**src/hw/rtl/sdx_pkg.sv**
```systemverilog
// Shared types, constants and letter classification for the soundex encoder.
`timescale 1ns / 1ps

package sdx_pkg;

    // Default total code length (letter plus digits)
    localparam int CODE_LENGTH = 4;
    // Digit fields in one result
    localparam int DIGIT_SLOTS = 3;
    // Entries in the queue between front and back
    localparam int QUEUE_DEPTH = 2;

    // One input item: a name byte and its end-of-name flag
    typedef struct packed {
        logic [7:0] character;
        logic       last_char;
    } sdx_in_t;

    // One result item
    typedef struct packed {
        logic [6:0] first_letter;
        logic [2:0] digit_one;
        logic [2:0] digit_two;
        logic [2:0] digit_three;
        logic       no_letter_error;
    } sdx_out_t;

    // Classified byte as handed from front to back
    typedef struct packed {
        logic       is_letter;
        logic [6:0] letter;
        logic [2:0] code;
        logic       last;
    } sdx_cls_t;

    // Map an upper-case letter to its soundex code
    function automatic logic [2:0] letter_code(input logic [7:0] upper);
        logic [2:0] code;
        code = 3'd0;
        if (upper inside {"B", "F", "P", "V"}) begin
            code = 3'd1;
        end else if (upper inside {"C", "G", "J", "K", "Q", "S", "X", "Z"}) begin
            code = 3'd2;
        end else if (upper inside {"D", "T"}) begin
            code = 3'd3;
        end else if (upper == "L") begin
            code = 3'd4;
        end else if (upper inside {"M", "N"}) begin
            code = 3'd5;
        end else if (upper == "R") begin
            code = 3'd6;
        end
        return code;
    endfunction

endpackage

```
**src/hw/rtl/soundex_encoder_top.sv**
```systemverilog
// Top level of the soundex encoder: front, queue and back joined together.
//
// Usage:
//   Input channel: one name byte per item on char_item, with last_char set
//   on the final byte. An item is taken at a clock edge with push high and
//   full low. Bytes other than ASCII letters are skipped.
//   Result channel: one item per name on code_item, present while empty is
//   low and taken at a clock edge with pop high and empty low. It carries
//   the upper-case first letter and three digits, or no_letter_error set.
//   Result path: a name's last byte is written into the queue, and the back
//   end then takes it and registers the result; empty falls at that edge.
//   Throughput: one byte per cycle while full is low; the back end updates
//   the running code by compare and update, fed from a two-entry queue.
//   Stall: while a result waits, the back end keeps taking bytes that do
//   not end a name; a name's last byte waits in the queue until the result
//   slot is free, and full rises once the queue fills.
//   Reset: rst_n low clears the queue, the running code and the result
//   slot; no result is pending afterwards.
`timescale 1ns / 1ps

module soundex_encoder_top #(
    parameter int CODE_LENGTH = sdx_pkg::CODE_LENGTH
) (
    input  logic              clk,
    input  logic              rst_n,
    input  logic              push,
    output logic              full,
    input  sdx_pkg::sdx_in_t  char_item,
    output logic              empty,
    input  logic              pop,
    output sdx_pkg::sdx_out_t code_item
);

    logic              q_wr;
    logic              q_rd;
    logic              q_valid;
    sdx_pkg::sdx_cls_t wr_item;
    sdx_pkg::sdx_cls_t rd_item;

    sdx_front u_front (
        .push      (push),
        .char_item (char_item),
        .q_full    (full),
        .q_wr      (q_wr),
        .q_item    (wr_item)
    );

    sdx_queue u_queue (
        .clk     (clk),
        .rst_n   (rst_n),
        .wr      (q_wr),
        .wr_item (wr_item),
        .q_full  (full),
        .rd      (q_rd),
        .rd_item (rd_item),
        .q_valid (q_valid)
    );

    sdx_back #(
        .CODE_LENGTH (CODE_LENGTH)
    ) u_back (
        .clk       (clk),
        .rst_n     (rst_n),
        .q_valid   (q_valid),
        .q_item    (rd_item),
        .q_rd      (q_rd),
        .pop       (pop),
        .empty     (empty),
        .code_item (code_item)
    );

endmodule

```
**src/hw/rtl/sdx_front.sv**
```systemverilog
// Front end: accepts name bytes, folds case and looks up the letter code.
`timescale 1ns / 1ps

module sdx_front (
    input  logic             push,
    input  sdx_pkg::sdx_in_t char_item,
    input  logic             q_full,
    output logic             q_wr,
    output sdx_pkg::sdx_cls_t q_item
);

    logic [7:0] upper;
    logic       is_letter;

    // Fold lower case to upper case, flag letters
    always_comb
    begin
        upper     = char_item.character;
        is_letter = 1'b0;
        if (char_item.character inside {[8'h61:8'h7A]}) begin
            upper     = char_item.character - 8'd32;
            is_letter = 1'b1;
        end else if (char_item.character inside {[8'h41:8'h5A]}) begin
            is_letter = 1'b1;
        end
    end

    // Build the classified item and write it while the queue has room
    always_comb
    begin
        q_item.is_letter = is_letter;
        q_item.letter    = upper[6:0];
        q_item.code      = sdx_pkg::letter_code(upper);
        q_item.last      = char_item.last_char;
        q_wr             = push && !q_full;
    end

endmodule

```
**src/hw/rtl/sdx_queue.sv**
```systemverilog
// Short first-in first-out queue between front and back.
`timescale 1ns / 1ps

module sdx_queue (
    input  logic              clk,
    input  logic              rst_n,
    input  logic              wr,
    input  sdx_pkg::sdx_cls_t wr_item,
    output logic              q_full,
    input  logic              rd,
    output sdx_pkg::sdx_cls_t rd_item,
    output logic              q_valid
);

    localparam int DEPTH = sdx_pkg::QUEUE_DEPTH;
    localparam int PTR_W = (DEPTH > 1) ? $clog2(DEPTH) : 1;
    localparam int CNT_W = $clog2(DEPTH + 1);
    localparam logic [PTR_W-1:0] LAST_PTR = PTR_W'(DEPTH - 1);
    localparam logic [CNT_W-1:0] FULL_CNT = CNT_W'(DEPTH);

    sdx_pkg::sdx_cls_t entry_reg [DEPTH];
    logic [PTR_W-1:0]  wr_ptr_reg, wr_ptr_next;
    logic [PTR_W-1:0]  rd_ptr_reg, rd_ptr_next;
    logic [CNT_W-1:0]  count_reg, count_next;

    assign q_full  = (count_reg == FULL_CNT);
    assign q_valid = (count_reg != '0);
    assign rd_item = entry_reg[rd_ptr_reg];

    // Advance pointers and count
    always_comb
    begin
        wr_ptr_next = wr_ptr_reg;
        rd_ptr_next = rd_ptr_reg;
        count_next  = count_reg;
        if (wr) begin
            wr_ptr_next = (wr_ptr_reg == LAST_PTR) ? '0 : wr_ptr_reg + 1'b1;
        end
        if (rd) begin
            rd_ptr_next = (rd_ptr_reg == LAST_PTR) ? '0 : rd_ptr_reg + 1'b1;
        end
        if (wr && !rd) begin
            count_next = count_reg + 1'b1;
        end else if (rd && !wr) begin
            count_next = count_reg - 1'b1;
        end
    end

    always_ff @(posedge clk or negedge rst_n)
    begin
        if (!rst_n) begin
            wr_ptr_reg <= '0;
            rd_ptr_reg <= '0;
            count_reg  <= '0;
        end else begin
            wr_ptr_reg <= wr_ptr_next;
            rd_ptr_reg <= rd_ptr_next;
            count_reg  <= count_next;
        end
    end

    // Store the written item
    always_ff @(posedge clk)
    begin
        if (wr) begin
            entry_reg[wr_ptr_reg] <= wr_item;
        end
    end

`ifndef ASSERT_OFF
    a_count_bound: assert property (@(posedge clk) disable iff (!rst_n)
        count_reg <= FULL_CNT)
        else $error("queue count beyond depth");
    a_no_overflow: assert property (@(posedge clk) disable iff (!rst_n)
        wr |-> (count_reg != FULL_CNT))
        else $error("write into full queue");
    a_no_underflow: assert property (@(posedge clk) disable iff (!rst_n)
        rd |-> (count_reg != '0))
        else $error("read from empty queue");
`endif

endmodule

```
**src/hw/rtl/sdx_back.sv**
```systemverilog
// Back end: coalesces codes, keeps digits and holds the finished result.
`timescale 1ns / 1ps

module sdx_back #(
    parameter int CODE_LENGTH = sdx_pkg::CODE_LENGTH
) (
    input  logic              clk,
    input  logic              rst_n,
    input  logic              q_valid,
    input  sdx_pkg::sdx_cls_t q_item,
    output logic              q_rd,
    input  logic              pop,
    output logic              empty,
    output sdx_pkg::sdx_out_t code_item
);

    localparam int SLOTS = sdx_pkg::DIGIT_SLOTS;
    localparam int KEPT_INT = (CODE_LENGTH - 1 > SLOTS) ? SLOTS :
                              ((CODE_LENGTH - 1 < 0) ? 0 : CODE_LENGTH - 1);
    localparam logic [1:0] KEPT_DIGITS = 2'(KEPT_INT);

    logic              letter_seen_reg, letter_seen_next;
    logic [6:0]        kept_letter_reg, kept_letter_next;
    logic [2:0]        previous_code_reg, previous_code_next;
    logic [1:0]        digits_emitted_reg, digits_emitted_next;
    logic [2:0]        code_digits_reg [SLOTS];
    logic [2:0]        code_digits_next [SLOTS];
    logic              out_valid_reg, out_valid_next;
    sdx_pkg::sdx_out_t out_reg, out_next;
    logic              take;
    logic              done;

    // Take an item unless it would finish a name while the result slot is held and not popped
    assign take  = q_valid && (!q_item.last || !out_valid_reg || pop);
    assign done  = take && q_item.last;
    assign q_rd  = take;
    assign empty = !out_valid_reg;
    assign code_item = out_reg;

    always_comb
    begin
        letter_seen_next    = letter_seen_reg;
        kept_letter_next    = kept_letter_reg;
        previous_code_next  = previous_code_reg;
        digits_emitted_next = digits_emitted_reg;
        code_digits_next    = code_digits_reg;
        out_valid_next      = out_valid_reg;
        out_next            = out_reg;

        // Update the running code with a letter
        if (take && q_item.is_letter) begin
            if (!letter_seen_reg) begin
                letter_seen_next   = 1'b1;
                kept_letter_next   = q_item.letter;
                previous_code_next = q_item.code;
            end else if (q_item.code != previous_code_reg) begin
                previous_code_next = q_item.code;
                if (q_item.code != 3'd0 && digits_emitted_reg < KEPT_DIGITS) begin
                    for (int i = 0; i < SLOTS; i++) begin
                        if (digits_emitted_reg == 2'(i)) begin
                            code_digits_next[i] = q_item.code;
                        end
                    end
                    digits_emitted_next = digits_emitted_reg + 2'd1;
                end
            end
        end

        // Drop a delivered result
        if (pop && out_valid_reg) begin
            out_valid_next = 1'b0;
        end

        // Form the result on the last byte and clear the running state
        if (done) begin
            out_valid_next = 1'b1;
            if (letter_seen_next) begin
                out_next.first_letter    = kept_letter_next;
                out_next.digit_one       = code_digits_next[0];
                out_next.digit_two       = code_digits_next[1];
                out_next.digit_three     = code_digits_next[2];
                out_next.no_letter_error = 1'b0;
            end else begin
                out_next = '0;
                out_next.no_letter_error = 1'b1;
            end
            letter_seen_next    = 1'b0;
            kept_letter_next    = '0;
            previous_code_next  = '0;
            digits_emitted_next = '0;
            for (int i = 0; i < SLOTS; i++) begin
                code_digits_next[i] = '0;
            end
        end
    end

    always_ff @(posedge clk or negedge rst_n)
    begin
        if (!rst_n) begin
            letter_seen_reg    <= 1'b0;
            kept_letter_reg    <= '0;
            previous_code_reg  <= '0;
            digits_emitted_reg <= '0;
            for (int i = 0; i < SLOTS; i++) begin
                code_digits_reg[i] <= '0;
            end
            out_valid_reg      <= 1'b0;
        end else begin
            letter_seen_reg    <= letter_seen_next;
            kept_letter_reg    <= kept_letter_next;
            previous_code_reg  <= previous_code_next;
            digits_emitted_reg <= digits_emitted_next;
            code_digits_reg    <= code_digits_next;
            out_valid_reg      <= out_valid_next;
        end
    end

    // Hold the result payload
    always_ff @(posedge clk)
    begin
        out_reg <= out_next;
    end

`ifndef ASSERT_OFF
    a_digit_count: assert property (@(posedge clk) disable iff (!rst_n)
        digits_emitted_reg <= KEPT_DIGITS)
        else $error("digit count beyond kept digits");
    a_clear_after_name: assert property (@(posedge clk) disable iff (!rst_n)
        done |=> (!letter_seen_reg && digits_emitted_reg == 2'd0
                  && previous_code_reg == 3'd0))
        else $error("state not cleared after a name");
    a_error_letter: assert property (@(posedge clk) disable iff (!rst_n)
        (out_valid_reg && out_reg.no_letter_error) |-> (out_reg.first_letter == 7'd0))
        else $error("error result carries a letter");
    a_no_digits_without_letter: assert property (@(posedge clk) disable iff (!rst_n)
        !letter_seen_reg |-> (digits_emitted_reg == 2'd0))
        else $error("digits stored before a first letter");
`endif

endmodule
```
**config.mk**
```make
export PLATFORM = sky130hd
export DESIGN_NAME = soundex_encoder_top
export DESIGN_NICKNAME = d
export VERILOG_FILES = /design/src/hw/rtl/sdx_pkg.sv /design/src/hw/rtl/soundex_encoder_top.sv /design/src/hw/rtl/sdx_front.sv /design/src/hw/rtl/sdx_queue.sv /design/src/hw/rtl/sdx_back.sv
export SDC_FILE = /design/constraint.sdc
export NUM_CORES = 1
export LEC_CHECK = 0
export ABC_AREA = 1
export BUFFER_PORTS_ARGS = -buffer_cell sky130_fd_sc_hd__buf_4
export CAP_MARGIN = 20
export CELL_PAD_IN_SITES_DETAIL_PLACEMENT = 1
export CELL_PAD_IN_SITES_GLOBAL_PLACEMENT = 2
export CORE_MARGIN = 3
export CORE_UTILIZATION = 34
export DETAILED_ROUTE_END_ITERATION = 8
export PLACE_DENSITY = 0.85
export SLEW_MARGIN = 20
export SYNTH_ARGS = -nofsm -noshare
export SYNTH_HDL_FRONTEND = slang
export SYNTH_SLANG_ARGS = --single-unit
```
**constraint.sdc**
```tcl
create_clock -name clk -period 1.7 [get_ports clk]
set_input_delay 0.17 -clock clk [delete_from_list [all_inputs] [get_ports clk]]
set_output_delay 0.17 -clock clk [all_outputs]
set_load 0.1 [all_outputs]
```
==> results.yml, run 1 <==
run_status:
  status: "complete, but fails checks"
  violations: "negative setup slack"
floorplanning:
  die_y_um: 104
  row_count: 35
  core_area_mm2: 0.00928
  start_util_pct: 35.2
  die_x_um: 104
  design.die.area_mm2: 0.0108
  io-pin-count: 32
synthesis:
  syn-cell-area_mm2: 0.00327
  ys_seq_area_share_pct: 58.3
  syn_nets: 346
  synth_cells: 326
  ys_ff_latch: 68
  yosys.cell_types.count: 29
  yosysWarnings: 0
  avgSynthCellArea_um2: 10.0
cells_and_area:
  layout_commonest_cell: "buf_4"
  layout_common_cells: "68 x buf_4, 50 x inv_1, 41 x nand2_1, 41 x edfxtp_1, 38 x nor2_1"
  diodes: 0
  fillers: 1086
  largest_register_ffs: 24
  drive_above_1_share_pct: 40.5
  final_net_count: 432
  final_cells: 546
  synthToLayoutAreaGrowth_pct: 38.4
grt:
  grt_pass1_wl_mm: 12.7
  grt_max_degree: 28
  grt_use_total_pct: 14.7
  grt_overflow: 0
  antenna_found_initial: 0
  grt_pass1_vias: 2643
critical_path:
  crit_fanout: 6
  r2r_cells: 13
  cp.arrival_ps: 1970
  reg2reg_from: "u_queue.rd_ptr_reg"
  crit_required_ps: 1800
  end_kind: "register"
  critical_path_class: "reg2reg"
  critPathLaunchType: "register"
  ff2ff_setup_slack_ps: -160
  reg2reg_to: "u_back.code_item[3]"
drt:
  wire_per_inst_um: 13.9
  drt-total-wl_mm: 7.59
  vias: 2463
  dr.pass1.iters: 4
  vias_per_cell: 4.51
  drc: 0
  ant_nets: 0
  drt_iter0_markers: 47
placement:
  finalWeightedCongestion: 0.865
  dp.cells: 520
  dp_hpwl_mm: 5.20
  place_ws_ps: -250
  portBuffers: 31
min_path:
  hold-path-cell-count: 1
  holdCritPathClass: "in2reg"
  min_to: "u_queue.entry_reg[0][6]"
  hold_start: "char_item[3]"
sta:
  slew_headroom_pct: 74.6
  finalMaxSlewViolations: 0
  period_minus_slack_ps: 1860
  fin_crit_sh_pct: 110
  rsz0062_at_grt: "yes"
  fin_ws_ps: -165
  worst_pin_slew_ps: 380
  skew_ps: 11.5
  timing.fmax_mhz: 536
  finalHoldViolCount: 0
  setup_viol: 31
clock_network:
  cts_buffer_depth: 2
  clk_pin_slew_ps: 70
  root_buffer: "clkbuf_8"
  clock_latency_ps: 350
  htree_levels: 3
  cts_sinks: 68
  cts-buffers-inserted: 9
  cts_tree: "built"
flow_run:
  cap_viol_max_count: 0
[worst max-delay path by stage]
stage	start	end	slack, ps	depth (start not counted)
global route	u_queue.rd_ptr_reg	u_back.previous_code_reg[2]	-230	10
global placement	u_queue.rd_ptr_reg	u_back.code_item[10]	-170	10
finish	u_queue.rd_ptr_reg	u_back.code_item[3]	-160	13
CTS	u_queue.rd_ptr_reg	u_back.code_item[8]	-120	13
floorplan	u_queue.rd_ptr_reg	u_back.code_item[0]	30	10
detailed placement	u_queue.rd_ptr_reg	u_back.code_item[6]	-250	10
[routing by layer]
layer | GRT usage (%) | up-vias | wire, um
met5 | 0 | - | 0
met4 | 6.55 | 0 | 131
met3 | 3.10 | 13 | 245
met2 | 26.5 | 30 | 4020
met1 | 16.7 | 1183 | 3190
li1 | - | 1237 | -
[critical path, cell delays in order, from the launching register on]
cell and delay (ps):
dfrtp_2 430, buf_6 140, o21ai_4 150, nand3_2 100, nand2_4 80, inv_4 40
nand2_4 80, buf_6 110, nand2_4 50, clkinv_4 50, buf_6 110, buf_12 110
buf_12 110, nor2_1 40
[cell usage after synthesis, drive strengths merged]
| master | number | area [um2] |
|---|---|---|
| nand4 | 4 | 43.8 |
| xnor2 | 2 | 17.5 |
| o22ai | 1 | 6.26 |
| dfrtp | 27 | 676 |
| edfxtp | 41 | 1230 |
| clkinv | 1 | 3.75 |
| nand2 | 60 | 245 |
| inv | 54 | 205 |
| o21ai | 28 | 163 |
| mux2 | 8 | 90.1 |
| ha | 7 | 87.6 |
| nor2 | 50 | 198 |
| a211oi | 14 | 105 |
| a21oi | 3 | 15.0 |
| o211ai | 1 | 7.51 |
| nand3 | 14 | 80.1 |
| xor2 | 4 | 35.0 |
| buf | 7 | 60.1 |
[kinds of logic after synthesis]
family / Yosys count / share of synthesized area, %
AO/OA/AOI/OAI: 47 / 9.07
XOR/XNOR: 6 / 1.61
adder cells (fa/ha/maj): 7 / 2.68
buffers and inverters: 62 / 8.23
flip-flops: 68 / 58.3
multiplexers: 8 / 2.76
AND/OR/NAND/NOR: 128 / 17.3
[cell type report]
class                      count  area, um2  share of cell area, %
inverter                      55        221                   4.89
clock buffer                  10        138                   3.04
timing repair buffer          82        684                   15.1
sequential                    68       1910                   42.2
multi-input combinational    196       1360                   30.0
tap                          129        161                   3.57
clock inverter                 6       53.8                   1.19
[through the flow]
step / setup TNS, ps / utilization [%] / hold slack [ps] / cell area (um2)
finish: -2870 / 48.7 / 64.7 / 4520
global route: -6510 / 48.7 / 60.2 / 4520
detailed placement: -6310 / 42.4 / 128 / 3940
floorplan: 0 / - / -126 / 3270
global placement: -3220 / 42.4 / 116 / 3940
CTS: -1770 / 46.8 / 44.0 / 4340
[timing repair]
item | in CTS | in global routing
pin swaps | 4 | 14
endpoints found under the setup margin | 40 | 56
gates cloned | 1 | 0
setup buffers | 5 | 1
hold buffers | 3 | 0
resized for setup | 44 | 47
endpoints found under the hold margin | 30 | 0
Power of run 1 is not shown: default switching activity piles up to over one toggle a cycle in this logic, so the estimate is an artifact.
==> inputs of run 2 (changes only) <==
Settings changed: SYNTH_HIERARCHICAL set to 1.
==> run 2 against run 1 <==
Compared with the run above: the flow still finishes with violations (negative setup slack); final cell count grew 6.0%; highest routed layer unchanged; synthesized cell count grew 12%; core utilization grew 0.98 points.
==> results.yml, run 2 <==
run_status:
  status: "complete, but fails checks"
  violations: "negative setup slack"
sta:
  fin_ws_ps: -193
  skew_ps: 10.4
  timing.fmax_mhz: 528
  slew_headroom_pct: 65.3
  finalHoldViolCount: 0
  setup_viol: 48
  rsz0062_at_grt: "yes"
  finalMaxSlewViolations: 0
  worst_pin_slew_ps: 519
  period_minus_slack_ps: 1890
  setup_tns_ps: -4320
  fin_crit_sh_pct: 111
clock_network:
  clk_pin_slew_ps: 80
  clock_latency_ps: 350
  root_buffer: "clkbuf_8"
  cts_tree: "built"
  htree_levels: 3
  cts_buffer_depth: 2
  cts_sinks: 68
  cts-buffers-inserted: 9
min_path:
  hold_start: "pop"
  holdCritPathClass: "in2reg"
  hold-path-cell-count: 2
  min_to: "u_back/out_valid_reg"
placement:
  finalWeightedCongestion: 0.837
  dp_hpwl_mm: 5.55
  portBuffers: 31
cells_and_area:
  synthToLayoutAreaGrowth_pct: 39.1
  diodes: 0
  final_net_count: 461
  largest_register_ffs: 24
  layout_common_cells: "50 x buf_4, 48 x nand2_1, 43 x inv_1, 41 x edfxtp_1, 31 x nand2_2"
  drive_above_1_share_pct: 46.6
  layout_commonest_cell: "buf_4"
synthesis:
  yosys.area.top_type: "edfxtp_1"
  synth_cells: 366
  ys_ff_latch: 68
  synth_most_common_cell: "nand2_1"
  syn-cell-area_mm2: 0.00356
  ys_seq_area_share_pct: 53.6
  ys.flop_type: "edfxtp_1"
  yosysWarnings: 6
  yosysTopAreaCellShare_pct: 34.6
  synth_edf_count: 41
  avgSynthCellArea_um2: 9.72
  ys_top_cells_by_count: "68 x nand2_1, 47 x inv_1, 41 x edfxtp_1"
  syn_nets: 386
  yosys.cell_types.count: 31
  synth-async-reset-ratio_pct: 39.7
  ys_top_cells_by_area: "edfxtp_1 35%, dfrtp_1 19%, nand2_1 7.2%"
critical_path:
  cp_cell_sequence: "mux2_4 > nand3_4 > nand2_4 > nor2_8 > buf_12 > nand2_8 > nand2_2 > inv_1 > nor3_1"
  end_kind: "register"
  reg2reg_from: "u_queue/rd_ptr_reg"
  crit_start: "u_queue/rd_ptr_reg"
  slowest_stage: "dfrtp_2"
  critPathMaxStageDelay_ps: 460
  ff2ff_setup_slack_ps: -190
  critPathLaunchType: "register"
  crit_fanout: 7
  crit_required_ps: 1870
  r2r_cells: 9
  cp.arrival_ps: 2070
  critical_path_class: "reg2reg"
  path_delay_family: "simple AND/OR/NAND/NOR gates"
  cp_num_buf_inv: 2
  reg2reg_to: "u_back/code_item[10]"
grt:
  grt_max_degree: 28
  grt_pass1_wl_mm: 14.2
  grt_use_total_pct: 15.5
  antenna_found_initial: 0
  grt_pass1_vias: 2960
  grt_overflow: 0
floorplanning:
  die_y_um: 108
  design.die.area_mm2: 0.0117
  core_area_mm2: 0.00995
  start_util_pct: 35.7
  row_count: 36
  io-pin-count: 32
  die_x_um: 108
drt:
  drt_iter0_markers: 81
  ant_nets: 0
  vias: 2778
  wire_per_inst_um: 15.9
  drt-total-wl_mm: 9.18
  dr.pass1.iters: 4
  vias_per_cell: 4.80
  drc: 0
flow_run:
  cap_viol_max_count: 0
-- run 2: cell count changes after synthesis, sizes merged, moves of 6 or more --
cell	before	now
a21oi	3	11
nor3	0	6
nand2	60	90
nand3	14	20
buf	7	14
o21ai	28	15
nand4	4	14
a211oi	14	0
-- run 2: per-stage QoR --
stage	hold slack, ps	util (%)	instance area (um2)	setup WS, ps	std cells
after global routing	30.7	49.7	4950	-266	579
after CTS	16.8	46.4	4620	-140	568
after detailed placement	127	41.1	4090	-165	539
after global placement	119	41.1	4090	-113	539
final	29.9	49.7	4950	-193	579
after floorplan	-126	-	3610	-82.4	366
-- run 2: layer usage --
| metal | wire (um) | part of all wire (%) | global-route usage, % |
|---|---|---|---|
| met5 | 0 | 0 | 0 |
| met4 | 286 | 3.1 | 6.31 |
| met3 | 259 | 2.8 | 2.63 |
| met2 | 4990 | 54 | 29.2 |
| met1 | 3650 | 40 | 17.1 |
-- run 2: area by class of cell --
class / instances / area (um2)
fillers: 1098 / 5010
flip-flops and latches: 68 / 1910
multi-input cells: 231 / 1680
repair buffers: 76 / 737
inverters: 55 / 231
well taps: 133 / 166
clock buffers: 9 / 124
clock inverters: 7 / 98.8
-- run 2: worst register-to-register path: cells and delay by family, from the launching register on --
kind	cells	cell delay, ps
buffers and inverters	2	230
DFF	1	460
muxes	1	340
and+or+nand+nor	6	690
-- run 2: how the worst max path moves through the flow --
stage	to	slack, ps	depth (start not counted)
6_report	u_back/code_item[10]	-190	9
5_1_grt	u_back/code_item[7]	-270	10
2_1_floorplan	u_back/code_item[14]	-80	8
3_3_place_gp	u_back/code_item[9]	-110	10
4_1_cts	u_back/code_item[9]	-140	10
3_5_place_dp	u_back/code_item[6]	-170	10
-- run 2: cell families after synthesis --
family	after synthesis	synth area share (%)
AOI/OAI and AO/OA	28	4.47
xor gates and xnor gates	4	0.985
adders and majority gates	7	2.46
buffers and inverters	69	8.69
DFF	68	53.6
muxes	13	5.06
and+or+nand+nor	177	24.7
-- run 2: repair_timing --
item                                    CTS  global route
gates resized for setup                  48            54
pin swaps                                19            27
endpoints found under the setup margin   54            52
hold buffers                              2             0
buffers inserted                          7             7
cloned                                    4             4
hold endpoints to repair                 29             0
Power of run 2 is left out for the same reason.
==> inputs of run 3 (changes only) <==
Settings changed: CORE_UTILIZATION 34 to 38, PLACE_DENSITY 0.85 to 0.9.
Clock period 1.7 ns to 2 ns, I/O delays scaled along.
==> run 3 against run 2 <==
Compared with the run above: the flow now finishes without violations; first-iteration DRC count shrank 32%; routed wire length fell by 25%; final cell count is 11% lower; sequential share of layout area grew 7.3 points; critical path type unchanged; clock skew about the same; critical path depth is 1 lower; non-clock buffer count fell by 36; via count is 11% lower.
==> results.yml, run 3 (same netlist as run 2, synthesis figures left out) <==
sta:
  period_minus_slack_ps: 1890
  fin_ws_ps: 113
  rsz0062_at_grt: "yes"
  fin_crit_sh_pct: 94.3
  worst_pin_slew_ps: 450
  timing.fmax_mhz: 530
  slew_headroom_pct: 70.0
  fin_hold_ws_ps: 42.2
  finalMaxSlewViolations: 0
  setup_viol: 0
  skew_ps: 9.93
  finalHoldViolCount: 0
floorplanning:
  core_area_mm2: 0.00889
  die_x_um: 103
  io-pin-count: 32
  die_y_um: 103
  row_count: 34
  start_util_pct: 40.0
  design.die.area_mm2: 0.0106
clock_network:
  cts_sinks: 68
  clock_latency_ps: 340
  cts_buffer_depth: 2
  clk_pin_slew_ps: 70
  root_buffer: "clkbuf_8"
  htree_levels: 3
  cts-buffers-inserted: 9
  cts_tree: "built"
drt:
  drc: 0
  vias: 2459
  ant_nets: 0
  dr.pass1.iters: 4
  drt_iter0_markers: 55
  wire_per_inst_um: 13.3
  vias_per_cell: 4.76
  drt-total-wl_mm: 6.86
cells_and_area:
  fillers: 1023
  largest_register_ffs: 24
  drive_above_1_share_pct: 27.9
  layout_common_cells: "67 x nand2_1, 47 x inv_1, 41 x edfxtp_1, 38 x nor2_1, 36 x buf_4"
  diodes: 0
  synthToLayoutAreaGrowth_pct: 16.8
  regArea_mm2: 0.00191
  layout_commonest_cell: "nand2_1"
  multiInputGateArea_mm2: 0.00139
  fin_area_mm2: 0.00416
  final_net_count: 424
grt:
  grt_use_total_pct: 14.5
  antenna_found_initial: 0
  grt_pass1_wl_mm: 11.8
  grt_pass1_vias: 2529
  grt_overflow: 0
  grt_max_degree: 35
critical_path:
  cp.arrival_ps: 1970
  reg2reg_from: "u_queue/rd_ptr_reg"
  critPathLaunchType: "register"
  r2r_cells: 8
  reg2reg_to: "u_back/code_item[3]"
  end_kind: "register"
  critical_path_class: "reg2reg"
  ff2ff_setup_slack_ps: 110
  crit_required_ps: 2090
  crit_fanout: 10
flow_run:
  cap_viol_max_count: 0
min_path:
  holdCritPathClass: "in2reg"
  min_to: "u_queue/entry_reg[0][0]"
  hold-path-cell-count: 1
  hold_start: "char_item[0]"
run_status:
  status: "complete, no violations"
placement:
  place_ws_ps: -33.6
  post_dp_cell_area_mm2: 0.00390
  finalWeightedCongestion: 0.823
  portBuffers: 31
  dp_hpwl_mm: 5.04
==> run 3: through the flow <==
stage	util, %	TNS, ps	cells
after floorplan	-	0	366
after global placement	43.9	0	497
after detailed placement	43.9	-72.3	497
after CTS	46.5	0	517
after global routing	46.7	-11.7	517
final	46.7	0	517
==> run 3: final cells by class <==
class	count	area share (%)
Timing Repair Buffer	40	7.98
Clock buffer	11	3.16
Sequential cell	68	45.9
Clock inverter	5	1.29
Inverter	55	4.97
Tap cell	108	3.25
Multi-Input combinational cell	230	33.5
==> run 3: worst max-delay path, stage by stage (launching register included) <==
cell     delay, ps
dfrtp_1        390
buf_6          180
mux2_4         350
xnor2_2        160
nand3_4        130
buf_4          180
nand4_1        100
nand2_1        100
nor2_1          40
==> run 3: repair_timing <==
action                     in CTS  in global routing
setup buffers                   2                  0
pin swaps                       1                  0
gates cloned                    1                  0
resized for setup               2                  5
setup endpoints to repair       9                  9
hold endpoints to repair       27                  0
hold buffers                    1                  0
==> run 3: worst max-delay path by stage <==
stage	start	to	slack, ps	cells past startpoint
after floorplan	u_queue/rd_ptr_reg	u_back/code_item[0]	20	7
after global placement	u_queue/rd_ptr_reg	u_back/code_item[9]	70	8
after detailed placement	u_queue/rd_ptr_reg	u_back/code_item[9]	-30	8
after CTS	u_queue/rd_ptr_reg	u_back/digits_emitted_reg[1]	50	10
after global routing	u_queue/rd_ptr_reg	u_back/code_item[4]	-7	10
final	u_queue/rd_ptr_reg	u_back/code_item[3]	110	8
==> run 3: per-layer routing <==
metal  wire, um  share of wire (%)  GRT usage [%]  vias up
met5          0                  0              0        -
met2       3480                 51           24.9       32
met3        228                3.3           4.26        7
met4        102                1.5           4.78        0
met1       3050                 44           17.5     1162
li1           -                  -              -     1258
Power of run 3 is left out for the same reason.
